--- config.mk ---
export PLATFORM = sky130hd
export DESIGN_NAME = keyed_pool_with_aging
export DESIGN_NICKNAME = d
export VERILOG_FILES = /design/src/rtl/kpa_pkg.sv /design/src/rtl/kpa_ram.sv /design/src/rtl/kpa_front.sv /design/src/rtl/kpa_fifo.sv /design/src/rtl/kpa_back.sv /design/src/rtl/keyed_pool_with_aging.sv
export SDC_FILE = /design/constraint.sdc
export NUM_CORES = 2
export LEC_CHECK = 0
export BUFFER_PORTS_ARGS = -buffer_cell sky130_fd_sc_hd__buf_2
export CAP_MARGIN = 10
export CORE_MARGIN = 10
export CORE_UTILIZATION = 35
export DETAILED_ROUTE_END_ITERATION = 8
export SLEW_MARGIN = 5
export SYNTH_ARGS = -nofsm -noshare
export SYNTH_HDL_FRONTEND = slang
export SYNTH_SLANG_ARGS = --single-unit
--- constraint.sdc ---
create_clock -name clk -period 9.9 [get_ports clk]
set_clock_uncertainty 0.1 [all_clocks]
set_input_delay 0 -clock clk [delete_from_list [all_inputs] [get_ports clk]]
set_output_delay 0 -clock clk [all_outputs]
set_load 0.05 [all_outputs]
--- src/rtl/kpa_pkg.sv ---
// Package for the keyed surface pool: sizes, codes and the command
// and status structs passed between the front end, queue and back end.
// Used by every module of the pool except kpa_ram; depends on nothing.
`default_nettype none

package kpa_pkg;

  // Pool sizing: only slots nameable by a 5-bit index are ever used
  localparam int POOL_SLOTS   = 32;
  localparam int FIELD_SLOTS  = 32;
  localparam int USABLE_SLOTS = (POOL_SLOTS < FIELD_SLOTS) ? POOL_SLOTS : FIELD_SLOTS;
  localparam int SLOT_W       = (USABLE_SLOTS > 1) ? $clog2(USABLE_SLOTS) : 1;
  localparam int CNT_W        = $clog2(USABLE_SLOTS + 1);

  // Field widths
  localparam int IDX_W    = 5;
  localparam int KEY_W    = 48;
  localparam int LIFE_W   = 8;
  localparam int FREED_W  = 6;
  localparam int LEVEL_W  = 8;
  localparam int IN_W     = 56;
  localparam int OUT_W    = 16;

  localparam logic [LIFE_W-1:0]  LIFETIME_RESET = 8'd60;
  localparam logic [LEVEL_W-1:0] LEVEL_MAX      = 8'd255;

  // Input transaction kinds (tuser)
  typedef enum logic [1:0] {
    REQ_ACQUIRE = 2'd0,
    REQ_RELEASE = 2'd1,
    REQ_BEGIN   = 2'd2,
    REQ_END     = 2'd3
  } req_t;

  // Result status codes
  typedef enum logic [1:0] {
    ST_OK          = 2'd0,
    ST_FULL        = 2'd1,
    ST_BAD_RELEASE = 2'd2,
    ST_UNDERFLOW   = 2'd3
  } status_t;

  // Work handed from the front end to the back end
  typedef enum logic [1:0] {
    OP_LOOKUP  = 2'd0,
    OP_RELEASE = 2'd1,
    OP_SWEEP   = 2'd2,
    OP_REPORT  = 2'd3
  } op_t;

  typedef struct packed {
    op_t              op;
    status_t          status;
    logic [KEY_W-1:0] key;
    logic [IDX_W-1:0] idx;
    logic             idx_ok;
  } cmd_t;

  // Queue fill status
  typedef struct packed {
    logic empty;
    logic full;
  } q_stat_t;

  // Back-end sequencer states
  typedef enum logic [2:0] {
    S_IDLE,
    S_SCAN,
    S_ALLOC,
    S_REL_RD,
    S_REL_CHK,
    S_SWEEP,
    S_RESULT
  } bk_state_t;

endpackage

`default_nettype wire

--- src/rtl/kpa_ram.sv ---
// Generic single-write, single-read RAM with registered read data.
// No dependencies; contents are not reset.
`default_nettype none

module kpa_ram #(
  parameter int WIDTH = 8,
  parameter int DEPTH = 32
) (
  input  wire logic                                       clk,
  input  wire logic                                       we,
  input  wire logic [((DEPTH > 1) ? $clog2(DEPTH) : 1)-1:0] waddr,
  input  wire logic [WIDTH-1:0]                           wdata,
  input  wire logic [((DEPTH > 1) ? $clog2(DEPTH) : 1)-1:0] raddr,
  output logic      [WIDTH-1:0]                           rdata
);

  logic [WIDTH-1:0] mem [DEPTH];

  // Write port and registered read port
  always_ff @(posedge clk) begin
    if (we) begin
      mem[waddr] <= wdata;
    end
    rdata <= mem[raddr];
  end

endmodule

`default_nettype wire

--- src/rtl/kpa_front.sv ---
// Front end: accepts input transactions, builds the key, tracks the
// section nesting level and classifies each item into a back-end command. Uses kpa_pkg.
`default_nettype none

module kpa_front
  import kpa_pkg::*;
(
  input  wire logic            clk,
  input  wire logic            rst,
  input  wire logic            s_tvalid,
  output logic                 s_tready,
  input  wire logic [IN_W-1:0] s_tdata,
  input  wire logic [1:0]      s_tuser,
  input  wire q_stat_t         q,
  output logic                 push,
  output cmd_t                 push_cmd
);

  logic [LEVEL_W-1:0] level;
  logic [LEVEL_W-1:0] level_next;

  logic [15:0]      width_px;
  logic [15:0]      height_px;
  logic [7:0]       tex_format;
  logic [3:0]       mip_level;
  logic [IDX_W-1:0] slot_index;

  assign width_px   = s_tdata[15:0];
  assign height_px  = s_tdata[31:16];
  assign tex_format = s_tdata[39:32];
  assign mip_level  = s_tdata[43:40];
  assign slot_index = s_tdata[48:44];

  assign s_tready = !q.full;
  assign push     = s_tvalid && s_tready;

  // Classify the transaction and work out the section level
  always_comb begin
    push_cmd.key    = {4'd0, mip_level, tex_format, height_px, width_px};
    push_cmd.idx    = slot_index;
    push_cmd.idx_ok = ({1'b0, slot_index} < (IDX_W+1)'(USABLE_SLOTS));
    push_cmd.status = ST_OK;
    push_cmd.op     = OP_REPORT;
    level_next      = level;
    case (req_t'(s_tuser))
      REQ_ACQUIRE: begin
        push_cmd.op = OP_LOOKUP;
      end
      REQ_RELEASE: begin
        push_cmd.op = OP_RELEASE;
      end
      REQ_BEGIN: begin
        if (level != LEVEL_MAX) begin
          level_next = level + LEVEL_W'(1);
        end
      end
      REQ_END: begin
        if (level == '0) begin
          push_cmd.status = ST_UNDERFLOW;
        end else begin
          level_next = level - LEVEL_W'(1);
          // closing the outermost section ages the pool
          if (level == LEVEL_W'(1)) begin
            push_cmd.op = OP_SWEEP;
          end
        end
      end
      default: begin
        push_cmd.op = OP_REPORT;
      end
    endcase
  end

  // Section nesting level
  always_ff @(posedge clk) begin
    if (rst) begin
      level <= '0;
    end else if (push) begin
      level <= level_next;
    end
  end

endmodule

`default_nettype wire

--- src/rtl/kpa_fifo.sv ---
// Two-entry command queue between the front end and the back end.
// Uses kpa_pkg for the command and status types.
`default_nettype none

module kpa_fifo
  import kpa_pkg::*;
(
  input  wire logic clk,
  input  wire logic rst,
  input  wire logic push,
  input  wire cmd_t push_cmd,
  input  wire logic pop,
  output cmd_t      pop_cmd,
  output q_stat_t   stat
);

  cmd_t       entry [2];
  logic       wr_ptr;
  logic       rd_ptr;
  logic [1:0] count;

  assign pop_cmd    = entry[rd_ptr];
  assign stat.empty = (count == 2'd0);
  assign stat.full  = (count == 2'd2);

  // Entry storage
  always_ff @(posedge clk) begin
    if (push) begin
      entry[wr_ptr] <= push_cmd;
    end
  end

  // Pointers and fill count
  always_ff @(posedge clk) begin
    if (rst) begin
      wr_ptr <= 1'b0;
      rd_ptr <= 1'b0;
      count  <= 2'd0;
    end else begin
      if (push) begin
        wr_ptr <= wr_ptr + 1'b1;
      end
      if (pop) begin
        rd_ptr <= rd_ptr + 1'b1;
      end
      case ({push, pop})
        2'b10:   count <= count + 2'd1;
        2'b01:   count <= count - 2'd1;
        default: count <= count;
      endcase
    end
  end

endmodule

`default_nettype wire

--- src/rtl/kpa_back.sv ---
// Back end: sequencer that scans, allocates, releases and ages the slots,
// holds the slot flags and lives, and drives the output register.
// Uses kpa_pkg and one kpa_ram for the slot keys.
`default_nettype none

module kpa_back
  import kpa_pkg::*;
(
  input  wire logic              clk,
  input  wire logic              rst,
  input  wire logic [LIFE_W-1:0] lifetime,
  input  wire q_stat_t           q,
  input  wire cmd_t              pop_cmd,
  output logic                   pop,
  output logic                   idle,
  output logic                   m_tvalid,
  input  wire logic              m_tready,
  output logic [OUT_W-1:0]       m_tdata
);

  bk_state_t state;
  bk_state_t state_next;

  cmd_t              cur;
  logic [CNT_W-1:0]  cnt;
  logic              lag_v;
  logic [SLOT_W-1:0] lag_idx;
  logic              found_v;
  logic [SLOT_W-1:0] found_idx;
  logic              empty_v;
  logic [SLOT_W-1:0] empty_idx;

  logic [USABLE_SLOTS-1:0] slot_valid;
  logic [USABLE_SLOTS-1:0] slot_held;
  logic [LIFE_W-1:0]       slot_life [USABLE_SLOTS];

  logic [IDX_W-1:0]   res_slot;
  logic               res_hit;
  status_t            res_status;
  logic [FREED_W-1:0] freed;

  logic [SLOT_W-1:0] sel;
  logic              sel_valid;
  logic              sel_held;
  logic [LIFE_W-1:0] sel_life;
  logic [LIFE_W-1:0] eff_life;
  logic              scan_done;
  logic              sweep_last;
  logic              out_free;

  logic              ram_we;
  logic [SLOT_W-1:0] ram_raddr;
  logic [KEY_W-1:0]  ram_rdata;

  assign eff_life   = (lifetime == '0) ? LIFE_W'(1) : lifetime;
  assign scan_done  = (cnt == CNT_W'(USABLE_SLOTS)) && !lag_v;
  assign sweep_last = (cnt == CNT_W'(USABLE_SLOTS - 1));
  assign out_free   = !m_tvalid || m_tready;
  assign idle       = (state == S_IDLE);
  assign pop        = idle && !q.empty;

  // One slot pointer for the flag and life arrays
  always_comb begin
    case (state)
      S_REL_CHK: sel = cur.idx[SLOT_W-1:0];
      S_SWEEP:   sel = cnt[SLOT_W-1:0];
      default:   sel = lag_idx;
    endcase
  end

  assign sel_valid = slot_valid[sel];
  assign sel_held  = slot_held[sel];
  assign sel_life  = slot_life[sel];

  // Key store: read the scan pointer or the released slot
  assign ram_raddr = (state == S_SCAN) ? cnt[SLOT_W-1:0] : cur.idx[SLOT_W-1:0];
  assign ram_we    = (state == S_ALLOC) && !found_v && empty_v;

  kpa_ram #(
    .WIDTH (KEY_W),
    .DEPTH (USABLE_SLOTS)
  ) u_key_ram (
    .clk   (clk),
    .we    (ram_we),
    .waddr (empty_idx),
    .wdata (cur.key),
    .raddr (ram_raddr),
    .rdata (ram_rdata)
  );

  // Next state
  always_comb begin
    state_next = state;
    case (state)
      S_IDLE: begin
        if (!q.empty) begin
          case (pop_cmd.op)
            OP_LOOKUP:  state_next = S_SCAN;
            OP_RELEASE: state_next = S_REL_RD;
            OP_SWEEP:   state_next = S_SWEEP;
            default:    state_next = S_RESULT;
          endcase
        end
      end
      S_SCAN: begin
        if (scan_done) begin
          state_next = S_ALLOC;
        end
      end
      S_ALLOC:   state_next = S_RESULT;
      S_REL_RD:  state_next = S_REL_CHK;
      S_REL_CHK: state_next = S_RESULT;
      S_SWEEP: begin
        if (sweep_last) begin
          state_next = S_RESULT;
        end
      end
      S_RESULT: begin
        if (out_free) begin
          state_next = S_IDLE;
        end
      end
      default: state_next = S_IDLE;
    endcase
  end

  // State register
  always_ff @(posedge clk) begin
    if (rst) begin
      state <= S_IDLE;
    end else begin
      state <= state_next;
    end
  end

  // Working registers (no reset needed)
  always_ff @(posedge clk) begin
    case (state)
      S_IDLE: begin
        cur        <= pop_cmd;
        cnt        <= '0;
        lag_v      <= 1'b0;
        found_v    <= 1'b0;
        empty_v    <= 1'b0;
        freed      <= '0;
        res_slot   <= '0;
        res_hit    <= 1'b0;
        res_status <= pop_cmd.status;
      end
      S_SCAN: begin
        lag_v   <= (cnt < CNT_W'(USABLE_SLOTS));
        lag_idx <= cnt[SLOT_W-1:0];
        if (cnt < CNT_W'(USABLE_SLOTS)) begin
          cnt <= cnt + CNT_W'(1);
        end
        // key data for lag_idx arrives now
        if (lag_v) begin
          if (sel_valid) begin
            if (!found_v && !sel_held && (ram_rdata == cur.key)) begin
              found_v   <= 1'b1;
              found_idx <= lag_idx;
            end
          end else if (!empty_v) begin
            empty_v   <= 1'b1;
            empty_idx <= lag_idx;
          end
        end
      end
      S_ALLOC: begin
        if (found_v) begin
          res_slot <= IDX_W'(found_idx);
          res_hit  <= 1'b1;
        end else if (empty_v) begin
          res_slot <= IDX_W'(empty_idx);
        end else begin
          res_status <= ST_FULL;
        end
      end
      S_REL_CHK: begin
        if (!(cur.idx_ok && sel_valid && sel_held && (ram_rdata == cur.key))) begin
          res_status <= ST_BAD_RELEASE;
        end
      end
      S_SWEEP: begin
        cnt <= cnt + CNT_W'(1);
        if (sel_valid && (sel_life == LIFE_W'(1))) begin
          freed <= freed + FREED_W'(1);
        end
      end
      default: begin
        cnt <= cnt;
      end
    endcase
  end

  // Slot flags, lives and output register
  always_ff @(posedge clk) begin
    if (rst) begin
      slot_valid <= '0;
      slot_held  <= '0;
      for (int i = 0; i < USABLE_SLOTS; i++) begin
        slot_life[i] <= '0;
      end
      m_tvalid <= 1'b0;
      m_tdata  <= '0;
    end else begin
      case (state)
        S_ALLOC: begin
          if (found_v) begin
            slot_held[found_idx] <= 1'b1;
            slot_life[found_idx] <= '0;
          end else if (empty_v) begin
            slot_valid[empty_idx] <= 1'b1;
            slot_held[empty_idx]  <= 1'b1;
            slot_life[empty_idx]  <= '0;
          end
        end
        S_REL_CHK: begin
          if (cur.idx_ok && sel_valid && sel_held && (ram_rdata == cur.key)) begin
            slot_held[sel] <= 1'b0;
            slot_life[sel] <= eff_life;
          end
        end
        S_SWEEP: begin
          if (sel_valid) begin
            if (sel_life != '0) begin
              slot_life[sel] <= sel_life - LIFE_W'(1);
              if (sel_life == LIFE_W'(1)) begin
                slot_valid[sel] <= 1'b0;
                slot_held[sel]  <= 1'b0;
              end
            end else begin
              // held through the frame: force free
              slot_held[sel] <= 1'b0;
              slot_life[sel] <= eff_life;
            end
          end
        end
        default: begin
          slot_valid <= slot_valid;
        end
      endcase

      // output register: load when free, drop when taken
      if ((state == S_RESULT) && out_free) begin
        m_tvalid <= 1'b1;
        m_tdata  <= {2'b00, freed, res_status, res_hit, res_slot};
      end else if (m_tready) begin
        m_tvalid <= 1'b0;
      end
    end
  end

endmodule

`default_nettype wire

--- src/rtl/keyed_pool_with_aging.sv ---
// Keyed surface pool with frame aging. One result per input transaction.
// A request scans the key RAM one slot per cycle (S_SCAN), then allocates (S_ALLOC);
// a frame-closing end sweeps the slots (S_SWEEP); a release reads and checks the slot
// (S_REL_RD, S_REL_CHK); every item ends in S_RESULT. Items run one at a time and output
// stalls hold them. A 2-entry queue takes new ones meanwhile.
// Reset: slot flags and lives clear at once, lifetime 60, keys undefined.
`default_nettype none

module keyed_pool_with_aging
  import kpa_pkg::*;
(
  input  wire logic               clk,
  input  wire logic               rst,
  input  wire logic               cfg_we,
  input  wire logic [LIFE_W-1:0]  cfg_wdata,  // lifetime_frames
  input  wire logic               s_tvalid,
  output logic                    s_tready,
  // width_px[15:0], height_px[31:16], tex_format[39:32], mip_level[43:40],
  // slot_index[48:44], zero fill
  input  wire logic [IN_W-1:0]    s_tdata,
  input  wire logic [1:0]         s_tuser,    // req_type
  output logic                    m_tvalid,
  input  wire logic               m_tready,
  // slot_out[4:0], hit[5], status[7:6], freed_count[13:8], zero fill
  output logic [OUT_W-1:0]        m_tdata
);

  logic [LIFE_W-1:0] lifetime;
  q_stat_t           q;
  logic              push;
  cmd_t              push_cmd;
  logic              pop;
  cmd_t              pop_cmd;
  logic              bk_idle;

  // Lifetime register
  always_ff @(posedge clk) begin
    if (rst) begin
      lifetime <= LIFETIME_RESET;
    end else if (cfg_we) begin
      lifetime <= cfg_wdata;
    end
  end

  kpa_front u_front (
    .clk      (clk),
    .rst      (rst),
    .s_tvalid (s_tvalid),
    .s_tready (s_tready),
    .s_tdata  (s_tdata),
    .s_tuser  (s_tuser),
    .q        (q),
    .push     (push),
    .push_cmd (push_cmd)
  );

  kpa_fifo u_fifo (
    .clk      (clk),
    .rst      (rst),
    .push     (push),
    .push_cmd (push_cmd),
    .pop      (pop),
    .pop_cmd  (pop_cmd),
    .stat     (q)
  );

  kpa_back u_back (
    .clk      (clk),
    .rst      (rst),
    .lifetime (lifetime),
    .q        (q),
    .pop_cmd  (pop_cmd),
    .pop      (pop),
    .idle     (bk_idle),
    .m_tvalid (m_tvalid),
    .m_tready (m_tready),
    .m_tdata  (m_tdata)
  );

  // Checks
  a_reset_no_result: assert property (@(posedge clk) rst |=> !m_tvalid)
    else $error("result valid right after reset");

  a_pop_starts_work: assert property (@(posedge clk) disable iff (rst)
    pop |=> !bk_idle)
    else $error("back end stayed idle after taking a command");

  a_idle_drains_queue: assert property (@(posedge clk) disable iff (rst)
    (bk_idle && !q.empty) |-> pop)
    else $error("idle back end left a queued command waiting");

  a_no_pop_when_empty: assert property (@(posedge clk) disable iff (rst)
    pop |-> !q.empty)
    else $error("command taken from an empty queue");

endmodule

`default_nettype wire
* Yosys cells after proc, flatten, opt, wreduce, memory -nomap -nowiden
Memory sizes are Yosys's and may differ from the RTL's. A register that Yosys moved wholly into a read port is not among the register bits. Index checks and enable logic that the tools add are counted.
Word-level totals: register bits after elaboration 194, bits in writable memories 1898, input bits 71, output and inout bits 18, word-level logic and storage cells 258, memories 3
Cells by class: add/subtract/negate cells 9, magnitude comparators 7, eq/ne operators 43, muxes and demuxes 106, bitwise operators 10, reduce and logical (&&, ||, !) cells 56
Memories:
- u_back.u_key_ram.mem | depth 32, bits a word 48, rd ports 1, clocked after Yosys merged registers in 1, wr ports 1, RTL line kpa_ram.sv:17 | logic [WIDTH-1:0] mem [DEPTH];
- u_back.slot_life | depth 32, bits a word 8, rd ports 1, clocked after Yosys merged registers in 0, wr ports 32, RTL line kpa_back.sv:35 | logic [LIFE_W-1:0] slot_life [USABLE_SLOTS];
- u_fifo.entry | depth 2, bits a word 53, rd ports 1, clocked after Yosys merged registers in 1, wr ports 1, RTL line kpa_fifo.sv:17 | cmd_t entry [2];
Operators with widths (number):
- 32-bit two-way mux | 11
- 32-bit bitwise OR | 3
- 32-bit case mux with 3 select lines | 1
- 32-bit bitwise AND | 2
- 8-bit two-way mux | 8
- 32-bit case mux with 2 select lines | 1
- 1-bit two-way mux | 49
- 48-bit equality test | 1
- 32-bit NOT | 1
- 5-bit two-way mux | 6
- 2-bit by 1-bit != test with 1-bit output (second input constant) | 13
- 4-bit AND reduction | 6
- 8-bit OR reduction | 3
- 5-bit case mux with 2 select lines | 2
- 5-bit by 6-bit less-than comparator with 1-bit output (second input constant) | 3
- 3-bit case mux with 6 select lines | 1
- 6-bit case mux with 3 select lines | 1
- 8-bit by 1-bit equality test with 1-bit output (second input constant) | 2
- 8-bit zero test | 2
- 2-bit != test (second input constant) | 8
- 8-bit case mux with 2 select lines | 1
- 8-bit by 1-bit subtractor with 8-bit output (second input constant) | 2
- 1-bit demux with 5-bit select | 3
- 5-bit by 1-bit >= comparator with 1-bit output (second input constant) | 3
- 40 further kinds | 98

* Depth between registers and ports, before layout
word-level depth 15, mapped depth 19, depth with buffers taken out 12

* Cells and area by module
From an unflattened synthesis, not the netlist that was laid out.
Unflattened totals: cell total of the unflattened synthesis 5852, area total of the unflattened synthesis 88170.8 um^2
By module, submodules not included:
- kpa_ram | times used 1, cells each 3364, area an instance 60724.5 um^2, sequential area each 47085.2 um^2
- kpa_back | times used 1, cells each 2131, area an instance 21738.3 um^2, sequential area each 12091.6 um^2
- kpa_fifo | times used 1, cells each 202, area an instance 4379.2 um^2, sequential area each 3583.4 um^2
- kpa_front | times used 1, cells each 129, area an instance 1032.2 um^2, sequential area each 160.2 um^2
- keyed_pool_with_aging | times used 1, cells each 26, area an instance 296.5 um^2, sequential area each 160.2 um^2

* Worst setup path after synthesis
OpenSTA, ideal clock, no wires.
path kind flip-flop to flip-flop, from reg u_back.state[0], to reg u_back.freed[0] (enable), library setup time 377 ps, arrival 3683 ps, required time 9423 ps, path slack 5739 ps, cell stages (with the launch flop) 14, buffers on the path 5, period minus slack after synthesis 4161 ps, path through dfxtp_1 -> buf_2 -> mux2_4 -> mux2i_4 -> buf_6 -> buf_6 -> buf_4 -> buf_2 -> mux2i_1 -> o22ai_1 -> nor4_2 -> and2_1 -> or3b_2 -> o21ai_0
Between the ends: cells in the longest elaborated chain, start to end 7, elaborated cells between the ends (all ways) 12, classes of those cells 4 x eq/ne; 3 x mux; 4 x reduce/logical; 1 x memory
RTL lines:
- start, declared | RTL line kpa_back.sv:21 | bk_state_t state;
- start signal, assigned | RTL line kpa_back.sv:132 | state <= state_next;
- 3-bit equality test, on equally long branches | RTL line kpa_back.sv:64, kpa_back.sv:138
- 5-bit case mux with 2 select lines | RTL line kpa_back.sv:64 | case (state)
- memory 32 x 8 bit or 1-bit binary-select mux with 5-bit select (tied branches)
- 8-bit by 1-bit equality test with 1-bit output or 1-bit two-way mux (tied branches) | RTL line kpa_back.sv:186, kpa_back.sv:71
- 1-bit logical AND | RTL line kpa_back.sv:186 | if (sel_valid && (sel_life == LIFE_W'(1))) begin
- 2-bit by 1-bit != test with 1-bit output (no source line)
- 2-bit AND reduction (no source line) (*)
- end signal, assigned | RTL line kpa_back.sv:187 | freed <= freed + FREED_W'(1);
- end, declared | RTL line kpa_back.sv:40 | logic [FREED_W-1:0] freed;
Mark *: on every way between the ends. The rest lies on a longest branch, timed or not. The select of a mux whose other input is x is not followed. A chain may end at the register's enable or synchronous reset.

==> results.json <==
{
  "fin_crit_sh": 0.735,
  "cts_buffer_depth": 3,
  "h-tree-depth": 4,
  "post-route-drc-count": 0,
  "worstPathArrival_ns": 7.71,
  "drt_iter0_drc": 5549,
  "hold_end": "u_fifo.wr_ptr",
  "fin_nets": 5277,
  "die_area_sq_mm": 0.251,
  "coreArea_sq_mm": 0.230,
  "hold_class": "in2reg",
  "synth_edf_count": 1855,
  "min_from": "s_tvalid",
  "postCtsSetupBuffers": 0,
  "cts_made_buffers": 197,
  "r2r_slack_ns": 2.62,
  "tns_ns": 0,
  "rr_startpoint": "u_back.state[2]",
  "p_leak_uw": 0.0300,
  "fp.dieW_um": 501,
  "drive_above_1_share": 0.187,
  "dpl_cell_area_sq_mm": 0.0851,
  "ys_seq_elements": 2002,
  "gp_congestion": 0.915,
  "cp_max_fo": 48,
  "yosysWarnings": 0,
  "r2r-end": "u_back.slot_life[29][2]",
  "wirelength_mm": 219,
  "finalSetupViolations": 0,
  "synth.cell_area_sq_mm": 0.0809,
  "cts_tree": "done",
  "cts-root-buf": "clkbuf_16",
  "postSynthAreaPerCell_sq_um": 16.3,
  "grt_max_degree": 147,
  "power.density_mw_per_mm2": 286,
  "gr-total-overflow": 0,
  "rr_worst_depth": 12,
  "cp-end-kind": "flip-flop",
  "maxCapViolations": 0,
  "fmax_mhz": 137,
  "ios": 89,
  "vias": 46900,
  "die_y_um": 501,
  "grt_first_pass_wirelength_mm": 321,
  "dp_hpwl_mm": 114,
  "ys.flop_type": "edfxtp_1",
  "io_buffers": 79,
  "report.final.slew_viol_count": 0,
  "clk_pin_slew_ns": 0.07,
  "final_cell_mix": "edfxtp_1, nand2_1, mux4_2",
  "finalHoldViolations": 0,
  "synthCells": 4966,
  "status": "completed",
  "required_ns": 10.33,
  "maxSlewHeadroom": 0.0963,
  "fin_area_sq_mm": 0.0929,
  "numClockSinks": 2002,
  "layout_commonest_cell": "edfxtp_1",
  "worst-slew-pin-transition_ns": 1.35,
  "synthDistinctLibCells": 79,
  "grtUsageTotal": 0.170,
  "cts.repair.resized": 0,
  "hold_path_depth": 5,
  "ctsHoldBuffers": 140,
  "syn2layout_area_growth_pct": 14.8,
  "rsz0062_at_grt": "no",
  "initial_core_util": 0.352,
  "yosysSeqAreaShare": 0.725,
  "ir_drop_uv": 266,
  "clk-insertion-delay-late_ns": 0.87,
  "filler_cell_count": 20800,
  "antenna_found_initial": 9,
  "path_class": "reg2reg",
  "grt_pass1_vias": 47100,
  "async_flop_share": 0,
  "wl_per_cell_um": 26.1,
  "finalCriticalPeriod_ns": 7.28,
  "drt.antenna.violating_nets": 0,
  "via_per_inst": 5.58,
  "startpoint_type": "flip-flop",
  "drtPass1Iterations": 6,
  "core.rowCount": 176
}
[worst max-delay path, cell delays in order, from the launching register on]
cell and delay [ns]:
dfxtp_1 0.76, nor2b_2 1.18, mux2_4 0.73, buf_4 0.65
a21oi_1 0.09, a22oi_1 0.37, o22ai_1 0.20, nor4_4 0.50
a21oi_2 0.10, buf_4 0.27, o31ai_2 0.99, o21ai_1 0.49
nand2_1 0.49
[worst max path at each step]
| stage | start | to | slack (ns) |
|---|---|---|---|
| 2_1_floorplan | u_back.state[0] | u_back.freed[0] | 5.74 |
| 3_3_place_gp | u_back.state[2] | u_back.slot_life[24][4] | 2.75 |
| 3_5_place_dp | u_back.state[2] | u_back.slot_life[31][2] | 2.60 |
| 4_1_cts | u_back.state[2] | u_back.slot_life[3][2] | 2.65 |
| 5_1_grt | u_back.state[2] | u_back.slot_life[25][2] | 2.30 |
| 6_report | u_back.state[2] | u_back.slot_life[29][2] | 2.62 |
[sequential cells by signal, indices dropped and copies added (netlist names), 2 cells and up, named ones only]
name	cells
lifetime	8
u_fifo.count	2
u_back.found_idx	5
u_back.slot_valid	32
u_front.level	8
u_back.slot_life	256
u_back.m_tdata	14
u_back.cur	49
u_back.u_key_ram.mem	1408
u_back.freed	6
u_back.state	3
u_back.res_slot	5
u_back.empty_idx	5
u_back.res_status	2
u_back.slot_held	32
u_back.lag_idx	5
u_back.u_key_ram.rdata	44
u_back.cnt	6
u_fifo.entry	104
[cell type report]
cell class / count / area, sq um / share of cell area
Sequential cell: 2002 / 58700 / 0.631
Tap cell: 3026 / 3790 / 0.0407
Clock inverter: 86 / 905 / 0.00974
Clock buffer: 283 / 5440 / 0.0586
Inverter: 17 / 65.1 / 0.000700
Timing Repair Buffer: 345 / 2850 / 0.0306
Multi-Input combinational cell: 2633 / 21200 / 0.228
Antenna cell: 3 / 7.51 / 0.0000808
[synth_stat cells, types with 19 or more instances]
cell type	n	area [sq um]
nor3_1	139	696
mux2i_1	106	1060
mux2_2	65	732
a21oi_1	112	561
o211ai_1	22	165
o21ai_0	139	696
xor2_1	53	464
edfxtp_1	1855	55700
nor2_1	262	983
or3_1	19	119
nand2_1	674	2530
buf_2	47	235
nor4_1	77	482
o22ai_1	43	269
buf_1	59	221
mux4_2	374	8420
a31oi_1	22	138
dfxtp_1	147	2940
nand3_1	279	1400
clkbuf_1	179	672
a22oi_1	34	255
[where the power goes]
| part | internal, uW | total, uW | switching, uW |
|---|---|---|---|
| combinational | 2950 | 7950 | 5010 |
| sequential | 10700 | 11300 | 621 |
| clock | 4050 | 7310 | 3260 |
[kinds of logic (layout without fill, tap and decap cells)]
kind of cell,after synthesis,count (layout),share of synthesized area
adders and majority gates,10,10,0.00155
and+or+nand+nor,1542,1542,0.0854
other,1,5,0.0000463
AOI/OAI and AO/OA,465,465,0.0357
muxes,551,551,0.127
xor gates and xnor gates,63,63,0.00682
buffers and inverters,332,731,0.0182
DFF,2002,2002,0.725
[routing by layer]
| metal | part of all wire | up-vias | track usage |
|---|---|---|---|
| li1 | - | 19900 | - |
| met1 | 0.42 | 24400 | 0.240 |
| met2 | 0.47 | 2157 | 0.272 |
| met3 | 0.078 | 391 | 0.0267 |
| met4 | 0.028 | 2 | 0.0507 |
| met5 | 0.000059 | - | 0 |
[through the flow]
stage,power (uW),worst slack (ns),utilization,hold slack [ns],std cells
floorplan,16700,5.74,-,-0.00113,4967
global placement,19300,2.75,0.370,0.0874,7881
detailed placement,19300,2.60,0.370,0.0915,7882
CTS,26700,2.65,0.404,0.0353,8391
global route,27700,2.30,0.404,0.113,8393
finish,26500,2.62,0.404,0.118,8395
No activity file was read; power rests on OpenSTA's default activity.
